[config.mk]
export PLATFORM = sky130hd
export DESIGN_NAME = ppmd_gain_mul
export DESIGN_NICKNAME = d
export VERILOG_FILES = /design/src/design/ppmd_pkg.sv /design/src/design/ppmd_gain_mul.sv
export SDC_FILE = /design/constraint.sdc
export NUM_CORES = 1
export LEC_CHECK = 0
export ABC_AREA = 1
export ABC_CLOCK_PERIOD_IN_PS = 9500
export BUFFER_PORTS_ARGS = -buffer_cell sky130_fd_sc_hd__buf_2
export CORE_AREA = 2 2 224 337
export CTS_BUF_LIST = sky130_fd_sc_hd__clkbuf_16
export CTS_CLUSTER_DIAMETER = 200
export DETAILED_ROUTE_END_ITERATION = 8
export DIE_AREA = 0 0 226 339
export RECOVER_POWER = 50
export SETUP_SLACK_MARGIN = 0.1
export SYNTH_ARGS = -nofsm -noshare
export SYNTH_HDL_FRONTEND = slang
export SYNTH_SLANG_ARGS = --single-unit
export TNS_END_PERCENT = 1
[constraint.sdc]
create_clock -name clk -period 9.5 [get_ports clk]
set_input_delay 1.9 -clock clk [delete_from_list [all_inputs] [get_ports clk]]
set_output_delay 1.9 -clock clk [all_outputs]
set_load 0.05 [all_outputs]
[src/design/ppmd_pkg.sv]
// Shared types, constants and width helpers for the position PID motor drive.
// No dependencies; imported by every module of the block.
`default_nettype none

package ppmd_pkg;

  localparam int POSITION_BITS_DEF  = 32;
  localparam int GAIN_FRAC_BITS_DEF = 8;

  localparam int ACTION_W   = 2;
  localparam int DELTA_W    = 16;
  localparam int TGT_W      = 20;
  localparam int GAIN_W     = 16;
  localparam int ILIM_W     = 18;
  localparam int INT_W      = 19;
  localparam int OFS_W      = 15;
  localparam int DRIVE_W    = 15;
  localparam int POS_OUT_W  = 32;
  localparam int CFG_IDX_W  = 3;
  localparam int CFG_DATA_W = 20;

  localparam int IN_TDATA_W  = 40;
  localparam int OUT_TDATA_W = 72;

  localparam int ERR_DEAD       = 3;
  localparam int ERR_INTEG_MAX  = 100;
  localparam int ERR_BAND_W     = 8;
  localparam int PID_SUM_LIMIT  = 1000;
  localparam int DRIVE_MAX      = 10000;
  localparam int TERM_LIMIT_LOG2 = 61;
  localparam logic [63:0] TERM_LIMIT = 64'd1 << TERM_LIMIT_LOG2;

  localparam logic [GAIN_W-1:0] GAIN_P_RST     = 16'd307;
  localparam logic [GAIN_W-1:0] GAIN_I_RST     = 16'd13;
  localparam logic [GAIN_W-1:0] GAIN_D_RST     = 16'd282;
  localparam logic [ILIM_W-1:0] INT_LIMIT_RST  = 18'd16000;
  localparam logic [TGT_W-1:0]  TARGET_MIN_RST = 20'd100;
  localparam logic [TGT_W-1:0]  TARGET_MAX_RST = 20'd10000;
  localparam logic [OFS_W-1:0]  PWM_OFFSET_RST = 15'd6000;

  typedef enum logic [ACTION_W-1:0] {
    ACT_ENCODER = 2'd0,
    ACT_TARGET  = 2'd1,
    ACT_PID     = 2'd2
  } action_t;

  typedef enum logic [CFG_IDX_W-1:0] {
    CFG_GAIN_P     = 3'd0,
    CFG_GAIN_I     = 3'd1,
    CFG_GAIN_D     = 3'd2,
    CFG_INT_LIMIT  = 3'd3,
    CFG_TARGET_MIN = 3'd4,
    CFG_TARGET_MAX = 3'd5,
    CFG_PWM_OFFSET = 3'd6
  } cfg_idx_t;

  typedef struct packed {
    logic pid;
    logic dead;
  } ppmd_ctl_t;

  // signed error width for a given position width
  function automatic int err_w(input int pos_bits);
    return ((pos_bits > TGT_W + 1) ? pos_bits : TGT_W + 1) + 1;
  endfunction

  // magnitude width of a saturated gain product
  function automatic int prod_mag_w(input int value_w);
    return (value_w + GAIN_W > TERM_LIMIT_LOG2 + 1) ? TERM_LIMIT_LOG2 + 1 : value_w + GAIN_W;
  endfunction

endpackage

`default_nettype wire

[src/design/ppmd_gain_mul.sv]
// One registered gain lane: signed value times unsigned gain, magnitude
// saturated at the term limit. Depends on ppmd_pkg.
`default_nettype none

module ppmd_gain_mul #(
  parameter int VALUE_W = 33
) (
  input  logic                                       clk,
  input  logic                                       en,
  input  logic signed [VALUE_W-1:0]                  value,
  input  logic        [ppmd_pkg::GAIN_W-1:0]         gain,
  output logic signed [ppmd_pkg::prod_mag_w(VALUE_W):0] product_r
);
  import ppmd_pkg::*;

  localparam int PW = VALUE_W + GAIN_W;
  localparam int MW = prod_mag_w(VALUE_W);

  logic [VALUE_W-1:0]  mag;
  logic [PW-1:0]       raw;
  logic                sat_hit;
  logic [MW-1:0]       sat;
  logic signed [MW:0]  product_nxt;

  always_comb begin
    mag         = value[VALUE_W-1] ? VALUE_W'(-value) : VALUE_W'(value);
    raw         = PW'(mag) * PW'(gain);
    sat_hit     = (PW > MW) && (raw > PW'(TERM_LIMIT));
    sat         = sat_hit ? MW'(TERM_LIMIT) : MW'(raw);
    product_nxt = value[VALUE_W-1] ? -signed'({1'b0, sat}) : signed'({1'b0, sat});
  end

  always_ff @(posedge clk) begin
    if (en) begin
      product_r <= product_nxt;
    end
  end

endmodule

`default_nettype wire

== After elaboration in Yosys (flattened, before gate mapping) ==
Index checks and enable logic that the tools add are counted.

* Register bits: 50
* Latch bits: 0
* Memory bits (writable): 0
* ROM bits: 0
* Bits of input ports: 51
* Memories kept: 0

* $add $sub $neg: 2
* Multiply operators: 1
* Divide/modulo/power cells: 0
* Order comparisons: 0
* Eq/ne operators: 0
* Shift-type cells: 0
* Mux-type cells: 2
* Bitwise operators: 0
* Reductions and logical operators: 0

{| class="wikitable"
|+ Operators with widths
! operator !! number
|-
| $neg 49->50 || 1
|-
| $mul 33x16->49 || 1
|-
| $mux 49 || 1
|-
| $mux 33 || 1
|-
| $neg 33->33 || 1
|}

== Logic depth before layout (Yosys ltp) ==
* Depth after elaboration: 5
* Gate-level depth with buffers: 49

== Worst setup path after synthesis ==
OpenSTA, ideal clock, no wires.

* Kind: input to register
* From: input port value[0]
* To: register product_r[39] (netlist name) (data pin)
* Data arrival time: 8,637 ps
* Data required time: 9,243 ps
* Slack: 606 ps
* Stages: 40
* Buffers on the path: 1
* Cell sequence: buf_6 clkinv_2 ha_1 inv_2 nor3_4 inv_2 nor2_4 nand2_2 nor2_2 inv_2 nor3_2 nand4_1 nor3_4 nor2_2 xnor2_2 or2_2 fa_1 fa_1 [4 not listed] inv_1 fa_1 inv_1 ha_1 nand2_1 nor2_1 nand2_1 nor2_1 nand2_1 nand2_1 nand2_1 nand2_1 nand2_1 nor2_1 a21oi_1 nor2_2 nand2_1 xor2_1

* Longest elaborated chain between the ends: 5

{| class="wikitable"
|+ RTL lines
! what !! line !! text
|-
| start: declaration || ppmd_gain_mul.sv:10 || <nowiki>input logic signed [VALUE_W-1:0] value,</nowiki>
|-
| $neg 33->33 || ppmd_gain_mul.sv:26 || <nowiki>mag = value[VALUE_W-1] ? VALUE_W'(-value) : VALUE_W'(value);</nowiki>
|-
| $mux 33 * || ppmd_gain_mul.sv:26 ||
|-
| $mul 33x16->49 * || ppmd_gain_mul.sv:27 || <nowiki>raw = PW'(mag) * PW'(gain);</nowiki>
|-
| $neg 49->50 || ppmd_gain_mul.sv:30 || <nowiki>product_nxt = value[VALUE_W-1] ? -signed'({1'b0, sat}) : signed'({1'b0, sat});</nowiki>
|-
| $mux 49 * || ppmd_gain_mul.sv:30 ||
|-
| net product_nxt[39] || ppmd_gain_mul.sv:23 || <nowiki>logic signed [MW:0] product_nxt;</nowiki>
|-
| end signal: assignment || ppmd_gain_mul.sv:35 || <nowiki>product_r <= product_nxt;</nowiki>
|-
| end: declaration || ppmd_gain_mul.sv:12 || <nowiki>output logic signed [ppmd_pkg::prod_mag_w(VALUE_W):0] product_r</nowiki>
|}

The timed path passes the listed nets; every way through them passes the cells marked *.
A chain may end at the register's enable or synchronous reset.

== Final worst setup path ==
* From: input port value[0]
* To: register product_r[42] (netlist name) (data pin)

The elaborated chain is that of the path after synthesis.

==> metrics.md <==
| Metric | Value |
|---|---|
| Sequential area share after synthesis | `6.834%` |
| Fin Setup TNS | `0 ns` |
| Failing checks | `max-capacitance violations, max-slew violations` |
| Number of synthesized flops with an enable pin | `50` |
| Synth top area cells | `fa_1 (39%), nand2_1 (15%), inv_1 (13%)` |
| Syn_nets | `3,658` |
| Synth cell types | `47` |
| CP max stage cell | `fa_1` |
| Port buffer count | `100` |
| Final period util | `97.82%` |
| CP startpoint kind | `primary input` |
| Post-synth top cells | `nand2_1 (875), inv_1 (737), fa_1 (432)` |
| Hold-fix buffers at CTS | `0` |
| Hold WC Path Type | `in2reg` |
| Post-Route WL | `76,360 um` |
| Largest regs | `product_r x50` |
| # setup viols final | `0` |
| Wire length per cell | `17.17 um` |
| DIE WIDTH | `226 um` |
| CTS Root Cell | `clkbuf_16` |
| Largest net degree at the start of global routing | `51` |
| Final Hold Vio Count | `0` |
| CP max FO | `5` |
| Post-route DRC | `0` |
| CP Data Arrival Time | `9.36 ns` |
| Final layout net count | `4,056` |
| Leading area contributor after synthesis | `fa_1` |
| Clock Tree Buf Depth | `2` |
| Synthesized flop and latch total | `50` |
| TritonCTS clock tree | `built` |
| Starting Density | `29.92%` |
| Via count | `20,190` |
| # rows | `122` |
| Post-synth top flop | `edfxtp_1` |
| Layout fillers | `7,813` |
| GR Overflow Total | `0` |
| Vias in the first global route | `21,690` |
| Num CTS Buffers | `5` |
| Routability Congestion | `0.9510` |
| Slew at the pin closest to its max-slew limit | `2.715 ns` |
| Warnings, synthesis | `0` |
| Via-to-Cell Ratio | `4.540` |
| Largest register by flop count | `product_r` |
| Antenna violations before repair | `13` |
| Critical Setup Path Class | `in2reg` |
| Hpwl dp | `67,780 um` |
| Status | `finished with violations` |
| Relative slew margins | `-81.03%` |
| Cells after synthesis | `3,052` |
| Post-synth ARST share | `0%` |
| Die area | `76,610 um^2` |
| Max Cap Violations | `2` |
| Synth top area share | `39.37%` |
| # H-tree levels | `2` |
| DRT iter0 DRCs | `1,134` |
| Core area | `73,420 um^2` |
| Crit. End Element | `register` |
| Reg clk slew, reported paths | `0.07 ns` |
| Die height | `339 um` |
| Layout cells sized above 1 | `18.78%` |
| Max Slew Vio Count | `78` |
| Total GRT Usage | `20.67%` |
| Io pins | `101` |
| Initial DRT Pass Iterations | `5` |
| Most common cell in the netlist | `nand2_1` |
| DRT antenna net count | `0` |
| CTS sink cnt | `50` |
| Achievable frequency | `0.1076 GHz` |
| Mapped cell area | `21,970 um^2` |
| Mean Syn Cell Area | `7.198 um^2` |
| Tmin final | `9.293 ns` |
| Required @ worst endpoint | `9.56 ns` |
| Max reg flops | `50` |
| Most frequent CP cell | `nand2_1` |
| Synth-to-layout area growth | `22.88%` |
| RSZ-0062 raised after global routing | `true` |
| First-pass GRT wire length | `120,500 um` |
| Largest stage delay, worst path | `0.58 ns` |
==> logic make-up after synthesis <==
family / synth area share [%]
buffers and inverters: 14.60
AO/OA/AOI/OAI: 2.187
flip-flops: 6.834
XOR/XNOR: 2.147
adder cells (fa/ha/maj): 46.37
AND/OR/NAND/NOR: 27.86
==> metal layers <==
metal	global-route usage, %	up-vias	share of wire (%)	wire length [um]
li1	-	9663	-	-
met1	23.05	9776	37	28470
met5	0	-	0.14	104
met3	2.574	192	4.5	3439
met4	11.51	18	6.8	5220
met2	37.60	541	51	39130
==> cells in the final DEF (no fill, tap or decap), types with 11 or more instances in the layout <==
cell type and n:
nand2_1 843, nand3_1 108, nor2_1 308, nor2_4 12
xor2_1 40, xnor2_1 12, ha_1 105, fa_1 431
nand3_2 15, buf_4 355, a21oi_1 37, ha_4 17
edfxtp_1 50, or2_2 12, nand2_2 50, nor2_2 38
buf_12 13, clkinv_1 15, clkbuf_1 15, inv_1 736
nand4_1 38, buf_2 86, nand3b_1 11, o21ai_0 19
==> worst max-delay path: cells and delay by family <==
family	cells	cell delay, ns
fa+ha+maj	8	3.81
simple gates	21	2.40
buf+inv	13	1.21
==> metrics by stage <==
step                area (um^2)  util (%)  hold WS [ns]  instances  setup slack [ns]
global route              26990     36.76         2.247       4445           -0.1456
detailed placement        26260     35.77         2.439       4430           -0.4226
finish                    26990     36.77         2.229       4447            0.2070
global placement          26260     35.77         2.445       4430           -0.4392
CTS                       26680     36.34         2.223       4441           0.07222
floorplan                 21970         -         2.013       3052            0.6060
==> path summary, 6_finish.rpt <==
path,from,to,slack [ns],depth (start not counted)
setup / recovery,value[0],product_r[42],0.21,42
hold / removal,value[32],product_r[28],2.23,4
==> final cells by class <==
cell class	count	area, um^2	share of cell area, %
clock buffers	5	125.1	0.4635
repair buffers	469	3412	12.64
clock inverters	3	43.79	0.1622
multi-input cells	2161	17790	65.90
inverters	763	2872	10.64
well taps	992	1241	4.598
flip-flops and latches	50	1501	5.562
diodes	4	10.01	0.03708
==> timing repair <==
action	4_1_cts	5_1_grt
pin swaps	12	23
gates resized for setup	49	79
buffers inserted	3	2
setup endpoints to repair	22	28
Power is not shown: default switching activity piles up to over one toggle a cycle in this logic, so the estimate is an artifact.
