--- src/design/ppmd_pkg.sv ---
// Shared types, constants and width helpers for the position PID motor drive.
// No dependencies; imported by every module of the block.
`default_nettype none

package ppmd_pkg;

  localparam int POSITION_BITS_DEF  = 32;
  localparam int GAIN_FRAC_BITS_DEF = 8;

  localparam int ACTION_W   = 2;
  localparam int DELTA_W    = 16;
  localparam int TGT_W      = 20;
  localparam int GAIN_W     = 16;
  localparam int ILIM_W     = 18;
  localparam int INT_W      = 19;
  localparam int OFS_W      = 15;
  localparam int DRIVE_W    = 15;
  localparam int POS_OUT_W  = 32;
  localparam int CFG_IDX_W  = 3;
  localparam int CFG_DATA_W = 20;

  localparam int IN_TDATA_W  = 40;
  localparam int OUT_TDATA_W = 72;

  localparam int ERR_DEAD       = 3;
  localparam int ERR_INTEG_MAX  = 100;
  localparam int ERR_BAND_W     = 8;
  localparam int PID_SUM_LIMIT  = 1000;
  localparam int DRIVE_MAX      = 10000;
  localparam int TERM_LIMIT_LOG2 = 61;
  localparam logic [63:0] TERM_LIMIT = 64'd1 << TERM_LIMIT_LOG2;

  localparam logic [GAIN_W-1:0] GAIN_P_RST     = 16'd307;
  localparam logic [GAIN_W-1:0] GAIN_I_RST     = 16'd13;
  localparam logic [GAIN_W-1:0] GAIN_D_RST     = 16'd282;
  localparam logic [ILIM_W-1:0] INT_LIMIT_RST  = 18'd16000;
  localparam logic [TGT_W-1:0]  TARGET_MIN_RST = 20'd100;
  localparam logic [TGT_W-1:0]  TARGET_MAX_RST = 20'd10000;
  localparam logic [OFS_W-1:0]  PWM_OFFSET_RST = 15'd6000;

  typedef enum logic [ACTION_W-1:0] {
    ACT_ENCODER = 2'd0,
    ACT_TARGET  = 2'd1,
    ACT_PID     = 2'd2
  } action_t;

  typedef enum logic [CFG_IDX_W-1:0] {
    CFG_GAIN_P     = 3'd0,
    CFG_GAIN_I     = 3'd1,
    CFG_GAIN_D     = 3'd2,
    CFG_INT_LIMIT  = 3'd3,
    CFG_TARGET_MIN = 3'd4,
    CFG_TARGET_MAX = 3'd5,
    CFG_PWM_OFFSET = 3'd6
  } cfg_idx_t;

  typedef struct packed {
    logic pid;
    logic dead;
  } ppmd_ctl_t;

  // signed error width for a given position width
  function automatic int err_w(input int pos_bits);
    return ((pos_bits > TGT_W + 1) ? pos_bits : TGT_W + 1) + 1;
  endfunction

  // magnitude width of a saturated gain product
  function automatic int prod_mag_w(input int value_w);
    return (value_w + GAIN_W > TERM_LIMIT_LOG2 + 1) ? TERM_LIMIT_LOG2 + 1 : value_w + GAIN_W;
  endfunction

endpackage

`default_nettype wire

--- src/design/ppmd_drive_calc.sv ---
// Drive stage: sums the gain products, clamps, scales and applies the
// dead-zone offset into the held drive register. Depends on ppmd_pkg.
`default_nettype none

module ppmd_drive_calc #(
  parameter int ERR_W          = 33,
  parameter int GAIN_FRAC_BITS = ppmd_pkg::GAIN_FRAC_BITS_DEF
) (
  input  logic                                                clk,
  input  logic                                                rst_n,
  input  logic                                                adv,
  input  logic                                                s2_valid,
  input  ppmd_pkg::ppmd_ctl_t                                 ctl,
  input  logic signed [ppmd_pkg::prod_mag_w(ERR_W):0]         prod_p,
  input  logic signed [ppmd_pkg::prod_mag_w(ppmd_pkg::INT_W):0] prod_i,
  input  logic signed [ppmd_pkg::prod_mag_w(ERR_W+1):0]       prod_d,
  input  logic        [ppmd_pkg::OFS_W-1:0]                   pwm_offset,
  output logic signed [ppmd_pkg::DRIVE_W-1:0]                 drive_r
);
  import ppmd_pkg::*;

  localparam int SW      = prod_mag_w(ERR_W + 1) + 3;
  localparam int SUM_LIM = PID_SUM_LIMIT << GAIN_FRAC_BITS;
  localparam int CW      = $clog2(SUM_LIM + 1);
  localparam int QW      = CW + 2;

  logic signed [SW-1:0]      sum;
  logic        [SW-1:0]      smag;
  logic        [CW-1:0]      cmag;
  logic        [QW-1:0]      qm;
  logic                      small_q;
  logic        [OFS_W:0]     dm_sum;
  logic        [DRIVE_W-1:0] dm;
  logic signed [DRIVE_W-1:0] drive_pid;
  logic signed [DRIVE_W-1:0] drive_nxt;

  always_comb begin
    sum  = SW'(prod_p) + SW'(prod_i) + SW'(prod_d);
    smag = sum[SW-1] ? SW'(-sum) : SW'(sum);
    if (ctl.dead) begin
      cmag = '0;
    end else if (smag > SW'(SUM_LIM)) begin
      cmag = CW'(SUM_LIM);
    end else begin
      cmag = CW'(smag);
    end
    qm      = {cmag, 2'b00};
    small_q = (qm <= QW'(1 << (GAIN_FRAC_BITS - 1)));
    dm_sum  = (OFS_W+1)'(qm >> GAIN_FRAC_BITS) + (OFS_W+1)'(pwm_offset);
    dm      = (dm_sum > (OFS_W+1)'(DRIVE_MAX)) ? DRIVE_W'(DRIVE_MAX) : DRIVE_W'(dm_sum);
    if (small_q) begin
      drive_pid = '0;
    end else begin
      drive_pid = sum[SW-1] ? -signed'(dm) : signed'(dm);
    end
    drive_nxt = ctl.pid ? drive_pid : drive_r;
  end

  always_ff @(posedge clk) begin
    if (!rst_n) begin
      drive_r <= '0;
    end else if (adv && s2_valid) begin
      drive_r <= drive_nxt;
    end
  end

  a_drive_range: assert property (@(posedge clk) disable iff (!rst_n)
    (drive_r <= signed'(DRIVE_W'(DRIVE_MAX))) && (drive_r >= -signed'(DRIVE_W'(DRIVE_MAX))))
    else $error("drive outside its range");

  a_drive_hold: assert property (@(posedge clk) disable iff (!rst_n)
    !(adv && s2_valid && ctl.pid) |=> $stable(drive_r))
    else $error("drive changed without a PID item");

  a_drive_dead: assert property (@(posedge clk) disable iff (!rst_n)
    adv && s2_valid && ctl.pid && ctl.dead |=> drive_r == '0)
    else $error("nonzero drive inside the error dead band");

endmodule

`default_nettype wire
--- config.mk ---
export PLATFORM = sky130hd
export DESIGN_NAME = ppmd_drive_calc
export DESIGN_NICKNAME = d
export VERILOG_FILES = /design/src/design/ppmd_pkg.sv /design/src/design/ppmd_drive_calc.sv
export SDC_FILE = /design/constraint.sdc
export NUM_CORES = 1
export LEC_CHECK = 0
export ABC_AREA = 0
export CORE_ASPECT_RATIO = 0.8
export CORE_MARGIN = 3
export CORE_UTILIZATION = 31
export CTS_BUF_LIST = sky130_fd_sc_hd__clkbuf_2
export DETAILED_ROUTE_END_ITERATION = 7
export DONT_BUFFER_PORTS = 1
export MAX_ROUTING_LAYER = met4
export SLEW_MARGIN = 20
export SYNTH_ARGS = -nofsm -noshare
export SYNTH_HDL_FRONTEND = slang
export SYNTH_SLANG_ARGS = --single-unit
--- constraint.sdc ---
create_clock -name clk -period 35.4 [get_ports clk]
set_input_delay 7.08 -clock clk [delete_from_list [all_inputs] [get_ports clk]]
set_output_delay 7.08 -clock clk [all_outputs]
set_load 0.02 [all_outputs]
; Yosys cells after proc, flatten, opt, wreduce, memory -nomap -nowiden
; Cells that the tools add are included.
[totals]
ff_bits = 15
wordCells = 17
[classes]
n_addsub = 5
n_lt_le_gt_ge = 3
n_mux = 6
reduce_logical = 2
[op_table]
columns = operator, n
row1 = $gt 53x18->1 const B, 1
row2 = $mux 53, 1
row3 = $neg 52->53, 1
row4 = $add 51x51->52, 1
row5 = $add 50x36->51, 1
row6 = $mux 15, 3
row7 = $mux 18, 2
row8 = $le 20x8->1 const B, 1
row9 = $add 12x15->16, 1
row10 = $gt 16x14->1 const B, 1
row11 = $neg 15->15, 1
row12 = $reduce_and 2->1, 1
row13 = $logic_and 1x1->1, 1

; Logic depth before layout (Yosys ltp)
[logic_depth]
ltp_word = 13
mapped_depth = 44
mapped_depth_nobuf = 41

; Worst setup path after synthesis
; No wires, ideal clock.
[synth_path]
path_type = input port to flip-flop
start = input prod_p[1] (netlist name)
end = register drive_r[12] (netlist name)
t_arrival_ns = 16.550
setup_slack_ns = 18.714
path_stages = 39
path_buffers = 2
path_cell_list = inv_1 > fa_1 > inv_1 > ha_1 > fa_1 > and3_1 > or3_1 > a221o_1 > nor3_1 > o21ai_0 > or2_2 > or4_4 > o21a_1 > or3b_1 > nor4_1 > nand4_1 > nor3_2 > buf_2 > [3 not listed] > a31o_2 > o22ai_1 > a21oi_1 > o21ai_0 > nor4_2 > o41ai_1 > a31oi_4 > mux2_2 > a311oi_4 > a211oi_4 > buf_6 > nand2_1 > ha_1 > and4_1 > nand4b_1 > a2111oi_1 > mux2i_1 > o311ai_1
[synth_via]
elab_chain_len = 13
elab_cells_between_ends = 14
classes_between = add/sub (5) / order compare (3) / mux (6)
[synth_lines]
columns = element, line_no
row1 = start: declaration, ppmd_drive_calc.sv:14  ; input logic signed [ppmd_pkg::prod_mag_w(ERR_W):0] prod_p,
row2 = $add 50x36->51 (*), ppmd_drive_calc.sv:38  ; sum = SW'(prod_p) + SW'(prod_i) + SW'(prod_d);
row3 = $add 51x51->52 (*), ppmd_drive_calc.sv:38
row4 = $neg 52->53, ppmd_drive_calc.sv:39  ; smag = sum[SW-1] ? SW'(-sum) : SW'(sum);
row5 = $mux 53, ppmd_drive_calc.sv:39
row6 = $gt 53x18->1, ppmd_drive_calc.sv:42  ; end else if (smag > SW'(SUM_LIM)) begin
row7 = $mux 18, ppmd_drive_calc.sv:42
row8 = $mux 18, ppmd_drive_calc.sv:40  ; if (ctl.dead) begin
row9 = $add 12x15->16, ppmd_drive_calc.sv:49  ; dm_sum = (OFS_W+1)'(qm >> GAIN_FRAC_BITS) + (OFS_W+1)'(pwm_offset);
row10 = $gt 16x14->1, ppmd_drive_calc.sv:50  ; dm = (dm_sum > (OFS_W+1)'(DRIVE_MAX)) ? DRIVE_W'(DRIVE_MAX) : DRIVE_W'(dm_sum);
row11 = $mux 15, ppmd_drive_calc.sv:50
row12 = $neg 15->15, ppmd_drive_calc.sv:54  ; drive_pid = sum[SW-1] ? -signed'(dm) : signed'(dm);
row13 = $mux 15, ppmd_drive_calc.sv:54
row14 = $mux 15 (*), ppmd_drive_calc.sv:51  ; if (small_q) begin
row15 = end signal: assignment, ppmd_drive_calc.sv:63  ; drive_r <= drive_nxt;
row16 = end: declaration, ppmd_drive_calc.sv:18  ; output logic signed [ppmd_pkg::DRIVE_W-1:0] drive_r
; Every way passes the cells marked *; elsewhere a longest branch is shown, timed or not.
; A chain may end at the register's enable or synchronous reset.

; Final worst setup path
; Ends and elaborated chain as after synthesis.

==> results.cfg <==
[critical_path]
required_ns = 35.56
critical_path_class = in2reg
cp.buffers_inverters = 4
crit_family = compound AO/OA/AOI/OAI gates
start_kind = primary input
slowest_stage = nand2_1
cp-end-kind = register
critPathArrivalTime_ns = 17.85
slowest_delay_ns = 0.77
crit_path_max_fanout = 26

[yosys]
synth-simple-area-share_pct = 30.2
synth_edf_count = 0
synth_area_leaders = fa_1, ha_1, nand2_1
syn_area_per_cell_sq_um = 7.16
syn_nets = 1696
synth_top_family_by_area = compound AO/OA/AOI/OAI gates
ys_seq_elements = 15
yosysMostFrequentCell = nand2_1
synthCells = 1424
yosys.area_share.adder_pct = 17.8
synthXorXnorAreaFrac_pct = 4.96
synth_mux_area_share_pct = 2.36
yosysTopAreaCell = fa_1
async_reset_ff_share_pct = 0
synth_compound_area_share_pct = 36.2
synth_commonest_cells = nand2_1, nor2_1, a21oi_1, inv_1, o21ai_0
synth_top_area_share_pct = 10.2
yosysSeqAreaShare_pct = 2.95
ys_types = 96
synth_flop_cell = dfxtp_1
syn_area_sq_um = 10200
yosysWarnings = 0

[detailed_routing]
via_count = 11600
firstDrtPassIters = 6
via_per_inst = 6.48
antenna_left = 0
avgRoutedWirePerCell_microns = 20.7
wirelength_microns = 37100
drtIter0Drc = 1236
drc = 0

[final_layout]
reg_top3 = drive_r (15)
top_register = drive_r
area_growth_pct = 3.46
nNetsFinal = 1647
drive_gt1_share_pct = 5.97
largest_register_ffs = 15
final_cells = 1796
finalInstanceArea_sq_um = 10500

[grt]
grt_overflow_total = 0
grt_pass1_wl_microns = 59200
grt_pass1_vias = 10700
grt_max_degree = 44
grt_use_total_pct = 20.6
top_usage_layer = met1
grt_util_met3_pct = 2.70
grt_use_met2_pct = 29.7
antenna_found_initial = 2
met1_usage_pct = 31.5

[sta]
rsz0062_at_grt = no
fin_worst_skew_ns = 0
finalSetupTns_ns = 0
slew_violations = 0
fin_hold_ws_ns = 0.572
period_minus_slack_ns = 17.69
tightestPinTransition_ns = 1.04
fmax_mhz = 56.5
max_slew_margin_pct = 30.7
post-route-period-util_pct = 50.0
finalSetupViolCount = 0
finalHoldViolCount = 0

[die]
die_y_microns = 168
die_x_microns = 209
io_pins = 173
die_area_sq_um = 35100
fp-row-count = 58
core_sq_um = 31900
initial_core_util_pct = 31.9

[clock_network]
tritoncts = built
cts_resized = 0
cts.path.max_buffers = 2
cts_hold_buf = 0
htreeDepth = 1
clkSlewWorstSetupHoldPaths_ns = 0.15
clk_latency_ns = 0.29
cts_made_buffers = 3
cts_setup_buffers = 0
cts_sinks = 15
root_buffer = clkbuf_2

[placement]
place_area_sq_um = 10500
dp.cells = 1790
io_buffers = 0
dp_hpwl_microns = 31300
place.gp.congestion = 0.950

[pwr]
vdd_drop_max_uv = 17.1
p_sw_share_pct = 64.3
power.density_nw_per_um2 = 46.6
pwr-share-comb_pct = 94.0
p_int_mw = 0.175
power_frac_clock_pct = 1.7
power.share.sequential_pct = 4.3
p_leak_nw = 3.79
p_sw_mw = 0.315

[worst_hold_path]
hp-class = reg2reg

[job]
cap_violations = 0

[status]
status = completed
cell type report:
cell class,instances,area [sq um]
diodes,2,5.00
clock buffers,4,20.0
fillers,3466,21400
inverters,78,293
multi-input cells,1269,9340
flip-flops and latches,15,300
well taps,420,526
repair buffers,8,60.1
cell families after synthesis:
| family | Yosys count |
|---|---|
| XOR/XNOR | 56 |
| buffers and inverters | 140 |
| multiplexers | 23 |
| flip-flops | 15 |
| adder cells (fa/ha/maj) | 114 |
| AO/OA/AOI/OAI | 498 |
| AND/OR/NAND/NOR | 578 |
worst register-to-register path, stage by stage (launching register included):
cell	delay (ns)
dfxtp_1	0.40
a211oi_1	0.23
o211ai_1	0.11
cell usage in the layout (no fill, tap or decap), types with 9 or more instances in the layout:
cell / Yosys / layout
and3_1: 21 / 21
or3_1: 27 / 27
nor2_1: 118 / 117
and4_1: 19 / 19
nor3_1: 45 / 45
xnor2_1: 39 / 39
nand3_1: 51 / 51
o211ai_1: 26 / 26
a21o_1: 33 / 33
nand4_1: 55 / 55
o31ai_1: 18 / 18
inv_1: 78 / 78
o22ai_1: 14 / 14
or2_2: 10 / 10
and2_1: 23 / 23
o21a_1: 11 / 11
or4_1: 10 / 10
ha_1: 62 / 62
a211oi_1: 18 / 18
o211a_1: 12 / 12
mux2i_1: 15 / 15
xor2_1: 15 / 15
o21ai_0: 76 / 76
a31oi_1: 20 / 20
a21oi_1: 91 / 91
o2111ai_1: 9 / 9
nor4_1: 31 / 31
dfxtp_1: 15 / 15
nand2_1: 124 / 124
fa_1: 52 / 52
per-stage QoR:
stage	worst slack, ns	utilization [%]	power, mW
2_1_floorplan	18.71	-	0.356
3_3_place_gp	17.66	32.9	0.471
3_5_place_dp	17.50	32.9	0.470
4_1_cts	17.78	33.0	0.481
5_1_grt	17.01	33.0	0.534
6_report	17.71	33.0	0.491
path summary, 6_finish.rpt:
kind               from          end  slack [ns]  cells after the start
min          drive_r[6]   drive_r[6]        0.57                      2
max           prod_p[1]  drive_r[12]       17.71                     39
min reg2reg  drive_r[6]   drive_r[6]        0.57                      2
max reg2reg  drive_r[7]   drive_r[7]       34.54                      2
metal layers:
layer | part of all wire [%] | wire length (microns)
met4 | 1.1 | 420
met2 | 42 | 15400
met1 | 48 | 18000
met5 | 0 | 0
met3 | 8.8 | 3270
power groups by stage:
| stage | Clock [mW] | Sequential [mW] | Combinational, mW |
|---|---|---|---|
| after floorplan | 0 | 0.0211 | 0.335 |
| after global placement | 0 | 0.0214 | 0.449 |
| after detailed placement | 0 | 0.0214 | 0.448 |
| after CTS | 0.00868 | 0.0210 | 0.451 |
| after global routing | 0.00969 | 0.0212 | 0.503 |
| final | 0.00846 | 0.0210 | 0.461 |
Note: power is estimated with default switching activity, not from simulation.
