[src/design/ppmd_pkg.sv]
// Shared types, constants and width helpers for the position PID motor drive.
// No dependencies; imported by every module of the block.
`default_nettype none

package ppmd_pkg;

  localparam int POSITION_BITS_DEF  = 32;
  localparam int GAIN_FRAC_BITS_DEF = 8;

  localparam int ACTION_W   = 2;
  localparam int DELTA_W    = 16;
  localparam int TGT_W      = 20;
  localparam int GAIN_W     = 16;
  localparam int ILIM_W     = 18;
  localparam int INT_W      = 19;
  localparam int OFS_W      = 15;
  localparam int DRIVE_W    = 15;
  localparam int POS_OUT_W  = 32;
  localparam int CFG_IDX_W  = 3;
  localparam int CFG_DATA_W = 20;

  localparam int IN_TDATA_W  = 40;
  localparam int OUT_TDATA_W = 72;

  localparam int ERR_DEAD       = 3;
  localparam int ERR_INTEG_MAX  = 100;
  localparam int ERR_BAND_W     = 8;
  localparam int PID_SUM_LIMIT  = 1000;
  localparam int DRIVE_MAX      = 10000;
  localparam int TERM_LIMIT_LOG2 = 61;
  localparam logic [63:0] TERM_LIMIT = 64'd1 << TERM_LIMIT_LOG2;

  localparam logic [GAIN_W-1:0] GAIN_P_RST     = 16'd307;
  localparam logic [GAIN_W-1:0] GAIN_I_RST     = 16'd13;
  localparam logic [GAIN_W-1:0] GAIN_D_RST     = 16'd282;
  localparam logic [ILIM_W-1:0] INT_LIMIT_RST  = 18'd16000;
  localparam logic [TGT_W-1:0]  TARGET_MIN_RST = 20'd100;
  localparam logic [TGT_W-1:0]  TARGET_MAX_RST = 20'd10000;
  localparam logic [OFS_W-1:0]  PWM_OFFSET_RST = 15'd6000;

  typedef enum logic [ACTION_W-1:0] {
    ACT_ENCODER = 2'd0,
    ACT_TARGET  = 2'd1,
    ACT_PID     = 2'd2
  } action_t;

  typedef enum logic [CFG_IDX_W-1:0] {
    CFG_GAIN_P     = 3'd0,
    CFG_GAIN_I     = 3'd1,
    CFG_GAIN_D     = 3'd2,
    CFG_INT_LIMIT  = 3'd3,
    CFG_TARGET_MIN = 3'd4,
    CFG_TARGET_MAX = 3'd5,
    CFG_PWM_OFFSET = 3'd6
  } cfg_idx_t;

  typedef struct packed {
    logic pid;
    logic dead;
  } ppmd_ctl_t;

  // signed error width for a given position width
  function automatic int err_w(input int pos_bits);
    return ((pos_bits > TGT_W + 1) ? pos_bits : TGT_W + 1) + 1;
  endfunction

  // magnitude width of a saturated gain product
  function automatic int prod_mag_w(input int value_w);
    return (value_w + GAIN_W > TERM_LIMIT_LOG2 + 1) ? TERM_LIMIT_LOG2 + 1 : value_w + GAIN_W;
  endfunction

endpackage

`default_nettype wire

[src/design/ppmd_loop_state.sv]
// Loop state: position, target, error integral and previous error, updated
// once per item; feeds error terms to the gain lanes. Depends on ppmd_pkg.
`default_nettype none

module ppmd_loop_state #(
  parameter int POSITION_BITS = ppmd_pkg::POSITION_BITS_DEF
) (
  input  logic                                               clk,
  input  logic                                               rst_n,
  input  logic                                               upd,
  input  ppmd_pkg::action_t                                  action,
  input  logic signed [ppmd_pkg::DELTA_W-1:0]                delta,
  input  logic        [ppmd_pkg::TGT_W-1:0]                  req,
  input  logic        [ppmd_pkg::TGT_W-1:0]                  target_min,
  input  logic        [ppmd_pkg::TGT_W-1:0]                  target_max,
  input  logic        [ppmd_pkg::ILIM_W-1:0]                 integral_limit,
  output logic signed [ppmd_pkg::err_w(POSITION_BITS)-1:0]   err,
  output logic signed [ppmd_pkg::err_w(POSITION_BITS):0]     diff,
  output logic signed [ppmd_pkg::INT_W-1:0]                  int_pid,
  output ppmd_pkg::ppmd_ctl_t                                ctl,
  output logic signed [POSITION_BITS-1:0]                    pos_after,
  output logic        [ppmd_pkg::TGT_W-1:0]                  tgt_after
);
  import ppmd_pkg::*;

  localparam int EW = err_w(POSITION_BITS);
  localparam logic signed [POSITION_BITS-1:0] POS_MIN = {1'b1, {(POSITION_BITS-1){1'b0}}};
  localparam logic signed [POSITION_BITS-1:0] POS_MAX = {1'b0, {(POSITION_BITS-1){1'b1}}};

  logic signed [POSITION_BITS-1:0] position_r, position_nxt;
  logic        [TGT_W-1:0]         target_r, target_nxt;
  logic signed [INT_W-1:0]         integral_r, integral_nxt;
  logic signed [EW-1:0]            prev_err_r, prev_err_nxt;

  logic signed [POSITION_BITS:0]   pos_sum;
  logic signed [POSITION_BITS-1:0] pos_sat;
  logic        [TGT_W-1:0]         tgt_set;
  logic        [EW-1:0]            emag;
  logic                            in_band;
  logic signed [INT_W:0]           lim;
  logic signed [INT_W:0]           int_sum;
  logic signed [INT_W:0]           int_clamped;

  always_comb begin
    pos_sum = (POSITION_BITS+1)'(position_r) + (POSITION_BITS+1)'(delta);
    if (pos_sum[POSITION_BITS] != pos_sum[POSITION_BITS-1]) begin
      pos_sat = pos_sum[POSITION_BITS] ? POS_MIN : POS_MAX;
    end else begin
      pos_sat = POSITION_BITS'(pos_sum);
    end

    if (req > target_max) begin
      tgt_set = target_max;
    end else if (req < target_min) begin
      tgt_set = target_min;
    end else begin
      tgt_set = req;
    end

    err     = EW'(signed'({1'b0, target_r})) - EW'(position_r);
    emag    = err[EW-1] ? EW'(-err) : EW'(err);
    in_band = (emag >= EW'(ERR_DEAD)) && (emag <= EW'(ERR_INTEG_MAX));
    diff    = (EW+1)'(err) - (EW+1)'(prev_err_r);

    lim     = signed'((INT_W+1)'(integral_limit));
    int_sum = (INT_W+1)'(integral_r) + (INT_W+1)'(signed'(err[ERR_BAND_W-1:0]));
    if (int_sum > lim) begin
      int_clamped = lim;
    end else if (int_sum < -lim) begin
      int_clamped = -lim;
    end else begin
      int_clamped = int_sum;
    end
    int_pid = in_band ? INT_W'(int_clamped) : '0;

    ctl.pid  = (action == ACT_PID);
    ctl.dead = (emag <= EW'(ERR_DEAD));

    position_nxt = position_r;
    target_nxt   = target_r;
    integral_nxt = integral_r;
    prev_err_nxt = prev_err_r;
    case (action)
      ACT_ENCODER: position_nxt = pos_sat;
      ACT_TARGET:  target_nxt   = tgt_set;
      ACT_PID: begin
        integral_nxt = int_pid;
        prev_err_nxt = err;
      end
      default: ;
    endcase

    pos_after = position_nxt;
    tgt_after = target_nxt;
  end

  always_ff @(posedge clk) begin
    if (!rst_n) begin
      position_r <= '0;
      target_r   <= '0;
      integral_r <= '0;
      prev_err_r <= '0;
    end else if (upd) begin
      position_r <= position_nxt;
      target_r   <= target_nxt;
      integral_r <= integral_nxt;
      prev_err_r <= prev_err_nxt;
    end
  end

  a_pos_hold: assert property (@(posedge clk) disable iff (!rst_n)
    !(upd && action == ACT_ENCODER) |=> $stable(position_r))
    else $error("position changed without an encoder item");

  a_tgt_hold: assert property (@(posedge clk) disable iff (!rst_n)
    !(upd && action == ACT_TARGET) |=> $stable(target_r))
    else $error("target changed without a set-target item");

  a_int_clear: assert property (@(posedge clk) disable iff (!rst_n)
    upd && action == ACT_PID && emag > EW'(ERR_INTEG_MAX) |=> integral_r == '0)
    else $error("integral not cleared outside the integration band");

endmodule

`default_nettype wire

[config.mk]
export PLATFORM = sky130hd
export DESIGN_NAME = ppmd_loop_state
export DESIGN_NICKNAME = d
export VERILOG_FILES = /design/src/design/ppmd_pkg.sv /design/src/design/ppmd_loop_state.sv
export SDC_FILE = /design/constraint.sdc
export NUM_CORES = 1
export LEC_CHECK = 0
export ABC_AREA = 1
export ABC_CLOCK_PERIOD_IN_PS = 10500
export BUFFER_PORTS_ARGS = -buffer_cell sky130_fd_sc_hd__buf_2
export CELL_PAD_IN_SITES_DETAIL_PLACEMENT = 0
export CELL_PAD_IN_SITES_GLOBAL_PLACEMENT = 1
export CORE_ASPECT_RATIO = 0.8
export CORE_MARGIN = 2
export CORE_UTILIZATION = 44
export CTS_CLUSTER_DIAMETER = 150
export DETAILED_ROUTE_END_ITERATION = 16
export GPL_TIMING_DRIVEN = 0
export PLACE_DENSITY_LB_ADDON = 0.25
export SLEW_MARGIN = 20
export SYNTH_ARGS = -nofsm -noshare
export SYNTH_HDL_FRONTEND = slang
export SYNTH_SLANG_ARGS = --single-unit
[constraint.sdc]
create_clock -name clk -period 10.5 [get_ports clk]
set_clock_uncertainty 0.05 [all_clocks]
set_input_delay 2.625 -clock clk [delete_from_list [all_inputs] [get_ports clk]]
set_output_delay 2.625 -clock clk [all_outputs]
set_load 0.01 [all_outputs]
Yosys cells after proc, flatten, opt, wreduce, memory -nomap -nowiden:

Index checks and enable logic that the tools add are counted.
W data, S select, Z words.

* bits in registers: 104
* bits of input ports: 99
* output and inout port bits: 140
* word-level logic and storage cells: 33

* $add $sub $neg: 6
* order comparisons: 7
* equality and inequality tests: 3
* multiplexer cells: 10
* reductions and logical operators: 3

Operator list (count)
* $mux W32: 3
* $mux W20: 3
* $mux W19: 3
* $lt A20 B20 Y1: 2
* $sub A33 B33 Y34: 1
* $add A32 B16 Y33: 1
* $ge A33 B2 Y1 const B: 1
* $le A33 B2 Y1 const B: 1
* $le A33 B7 Y1 const B: 1
* $mux W33: 1
* $neg A33 Y33: 1
* $sub A21 B32 Y33: 1
* $add A19 B8 Y20: 1
* $gt A20 B19 Y1: 1
* $gt A20 B20 Y1: 1
* $neg A18 Y20: 1
* $eq A2 B1 Y1 const B: 1
* $eq A2 B2 Y1 const B: 1
* $logic_not A2 Y1: 1
* $reduce_and A2 Y1: 1
* $logic_and A1 B1 Y1: 1
* $ne A1 B1 Y1: 1

Longest topological paths before layout:

* depth in word-level cells: 6
* gate-level depth with buffers: 39
* gate-level depth less buffers: 38

Least setup slack after synthesis:

Ideal clock, no wire load.

* path type: input-to-output
* start: in integral_limit[2] (netlist bit)
* end: out int_pid[2] (netlist bit)
* arrival: 6105 ps
* data required time: 7825 ps
* setup slack: 1720 ps
* stages on the path: 29
* path buffers: 1
* path through: nor3_1 -> nand2_1 -> nor2_1 -> nand2_1 -> nor3_1 -> nand2_1 -> nor2_1 -> nand4_1 -> nor2_1 -> nand2_1 -> xor2_1 -> ha_1 -> nand2_1 -> inv_1 -> o21ai_0 -> nand2_1 -> a21oi_1 -> nand3_1 -> or2_2 -> nand2_1 -> inv_1 -> clkbuf_1 -> nand2_1 -> o21ai_0 -> nand2_1 -> o21ai_0 -> inv_1 -> nand3_2 -> inv_1

* longest elaborated chain between the ends: 5
* elaborated cells between the ends (all ways): 6
* classes of those cells: 1 x add/sub; 2 x order compare; 3 x mux

Ends and longest elaborated chain
* start, declared: RTL line ppmd_loop_state.sv:16 `input logic [ppmd_pkg::ILIM_W-1:0] integral_limit,`
* $neg A18 Y20: RTL line ppmd_loop_state.sv:70 `int_clamped = -lim;`
* $lt A20 B20 Y1: RTL line ppmd_loop_state.sv:69 `end else if (int_sum < -lim) begin`
* $mux W19: RTL line ppmd_loop_state.sv:69
* $mux W19 *: RTL line ppmd_loop_state.sv:67 `if (int_sum > lim) begin`
* $mux W19 *: RTL line ppmd_loop_state.sv:74 `int_pid = in_band ? INT_W'(int_clamped) : '0;`
* end, declared: RTL line ppmd_loop_state.sv:19 `output logic signed [ppmd_pkg::INT_W-1:0] int_pid,`

Every way passes the cells marked *; elsewhere a longest branch is shown, timed or not.

Final worst setup path:

* start: in integral_limit[2] (netlist bit)
* end: out int_pid[18] (netlist bit)

The elaborated chain is that of the path after synthesis.

==> impl_metrics.py <==
metrics = {
    "setup_path": {
        "critPathLaunchType": "input pin",
        "critPathSlowestCell": "clkbuf_1",
        "endpoint_kind": "output pin",
        "critical_path.max_fanout": 10,
        "critPathRequiredTime_ns": 7.83,
        "reg2reg_depth": 38,
        "path_class": "input pin to output pin",
        "slowest_delay_ns": 0.41,
        "cp-startpoint": "integral_limit[2]",
        "r2r-start": "position_r[3]$_SDFFE_PN0P_",
        "crit_arrival_ns": 7.19,
        "crit_top_cell": "nand2_1",
    },
    "clock_network": {
        "cts-resized-gates": 0,
        "cts_setup_buffers": 0,
        "htreeDepth": 3,
        "clock_latency_ns": 0.38,
        "cts-buffers-inserted": 9,
        "cts_sinks": 104,
        "ctsHoldBuffers": 0,
        "clockBufferDepth": 2,
        "cts_tree": "built",
        "clockRootBuffer": "clkbuf_16",
        "clk_pin_slew_ns": 0.08,
    },
    "place": {
        "routabilityCongestion": 0.929,
        "portBuffers": 238,
        "place_hpwl_um": 42700,
        "place_ws_ns": 0.629,
        "placedCellCount": 3231,
    },
    "sta": {
        "setup_viol": 0,
        "finalCritPeriodShare_pct": 93.9,
        "rsz0062_at_grt": "no",
        "fin_tns_setup_ns": 0,
        "tightest_slew_ns": 0.732,
        "fmaxAchievable_mhz": 101,
        "slew_headroom_pct": 51.2,
        "finalHoldViolCount": 0,
        "period_needed_ns": 9.86,
        "fin_ws_ns": 0.639,
        "slew_violations": 0,
        "whs_ns": 0.441,
    },
    "synthesis": {
        "syn_area_per_cell_um2": 5.93,
        "synth_edf_count": 0,
        "synth_flop_cell": "dfxtp_1",
        "synth.top_cells.by_area": "nand2_1, ha_1, dfxtp_1",
        "synth_top_family_by_area": "simple AND/OR/NAND/NOR gates",
        "syn-cell-area_um2": 15200,
        "ys_types": 50,
        "seq_area_frac_synth_pct": 13.7,
        "synth_compound_area_share_pct": 21.8,
        "synth_cells": 2559,
        "synthAdderAreaFrac_pct": 15.6,
        "synthArstFlopShare_pct": 0,
        "synthSimpleGateAreaFrac_pct": 29.2,
        "muxShareOfSynthArea_pct": 0,
        "synth_xor_area_share_pct": 5.78,
        "yosysWarnings": 0,
        "yosysTopAreaCell": "nand2_1",
        "ys_seq_elements": 104,
        "synth_top_area_share_pct": 15.2,
        "syn-num-nets": 2845,
    },
    "detailed_routing": {
        "first_pass_iters": 5,
        "antenna_left": 0,
        "drc": 0,
        "wl_per_cell_um": 15.4,
        "vias_per_cell": 5.27,
        "drt_iter0_markers": 1161,
        "vias": 17100,
        "drt-total-wl_um": 50200,
    },
    "final_layout": {
        "area.growth.synth_to_final_pct": 13.6,
        "fin_cells": 3247,
        "fillers": 3718,
        "n_antenna_cell": 0,
        "multiInputGateArea_um2": 11000,
        "seq_area_um2": 2080,
        "drive_above_1_share_pct": 12.5,
        "nets": 3094,
    },
    "global_routing": {
        "antenna_found_initial": 0,
        "grt_max_degree": 24,
        "grt_usage_pct": 27.7,
        "grt-ovfl-total": 0,
        "grt_pass1_wl_um": 80800,
        "grt_pass1_vias": 15900,
    },
    "floorplan": {
        "initial_core_util_pct": 44.9,
        "die_area_um2": 36000,
        "num_io_pins": 239,
        "rows": 60,
        "die_h_um": 170,
        "die_w_um": 212,
        "core_area_um2": 33800,
    },
    "flow_run": {
        "drv_cap": 0,
    },
    "hold_path": {
        "hold_depth": 2,
        "min_from": "prev_err_r[2]$_SDFFE_PN0P_",
        "hp-class": "flip-flop to flip-flop",
    },
    "status": {
        "status": "completed",
    },
    "power": {
        "peakVddDrop_mv": 0.0730,
        "powerDensity_nw_per_um2": 162,
        "leakage_nw": 9.62,
    },
}
-- synth_stat cells, types with 3 or more instances --
cell	number
nand2_1	615
inv_1	473
o21ai_0	246
a21oi_1	225
ha_1	183
nor2_1	144
nand3_1	127
dfxtp_1	104
xor2_1	72
clkbuf_1	55
o211ai_1	48
nand4_1	33
xnor2_1	28
nand2_2	23
nand3_2	18
nor3_1	16
a31oi_1	13
nor2_2	13
a21oi_2	12
nor4_1	9
o21ai_1	9
a211oi_1	8
inv_2	8
a21o_1	7
a21boi_0	6
buf_2	6
o21a_1	6
o21bai_1	6
nor2_4	5
or2_2	5
fa_1	4
nand2_4	4
o31ai_1	4
nand3b_1	3
-- layer usage --
layer,vias up,routed length (um),GRT usage [%]
met4,0,482,3.89
li1,8852,-,-
met1,7809,24700,39.7
met2,426,21900,44.9
met5,-,0,0
met3,31,3060,3.91
-- placed cells by master, fill, tap and decap left out, drive strengths merged, types with 2 or more instances in the layout --
cell and n:
nor3 18, a41oi 2, o21ai 255, o21bai 6, fa 4, o211ai 48, ha 183, clkinv 2
nor3b 2, o21a 6, a21oi 237, or2 6, dfxtp 104, o221ai 2, nand2 642, a31oi 13
nor4 9, nand3b 3, buf 248, o311ai 2, xnor2 28, a211oi 8, o31ai 4, xor2 72
clkbuf 64, nand4 33, a21boi 7, inv 487, a21o 7, nand3 145, nor2 162
-- flip-flops by register name (all words and copies together), names as in the netlist --
register and cells:
prev_err_r 33, integral_r 19, position_r 32, target_r 20
-- worst paths after layout --
kind	endpoint	slack, ns
max reg2reg	integral_r[14]$_SDFFE_PN0P_	3.99
min reg2reg	prev_err_r[2]$_SDFFE_PN0P_	0.44
max	int_pid[18]	0.64
min	prev_err_r[2]$_SDFFE_PN0P_	0.44
-- metrics by stage --
stage	utilization (%)	cell area, um^2	total power, mW
CTS	51.0	17200	2.78
floorplan	-	15200	1.83
detailed placement	50.0	16900	2.40
finish	51.0	17200	2.78
global placement	50.0	16900	2.37
global route	51.0	17200	3.08
-- logic make-up (layout without fill, tap and decap cells) --
kind of cell | after synthesis | in the layout
simple gates | 1021 | 1021
compound gates | 600 | 600
buf+inv | 547 | 801
fa+ha+maj | 187 | 187
flops | 104 | 104
xor+xnor | 100 | 100
-- power by group --
| part | leakage [nW] | switching (mW) | internal, mW | total [mW] |
|---|---|---|---|---|
| Clock | 0.156 | 0.196 | 0.178 | 0.374 |
| Combinational | 8.61 | 1.28 | 0.681 | 1.97 |
| Sequential | 0.857 | 0.0239 | 0.421 | 0.445 |
-- area by class of cell --
| class | count | area share, % |
|---|---|---|
| buffer | 65 | 1.62 |
| clock buffer | 9 | 1.31 |
| clock inverter | 7 | 0.559 |
| inverter | 482 | 10.5 |
| multi-input combinational | 1908 | 63.8 |
| sequential | 104 | 12.1 |
| tap | 434 | 3.15 |
| timing repair buffer | 238 | 6.92 |
-- worst max-delay path, delay by kind of cell --
kind / cells / cell delay (ns)
xor+xnor: 1 / 0.20
buf+inv: 5 / 0.84
fa+ha+maj: 1 / 0.27
simple gates: 18 / 2.97
compound gates: 2 / 0.26
No activity file was read; power rests on OpenSTA's default activity.
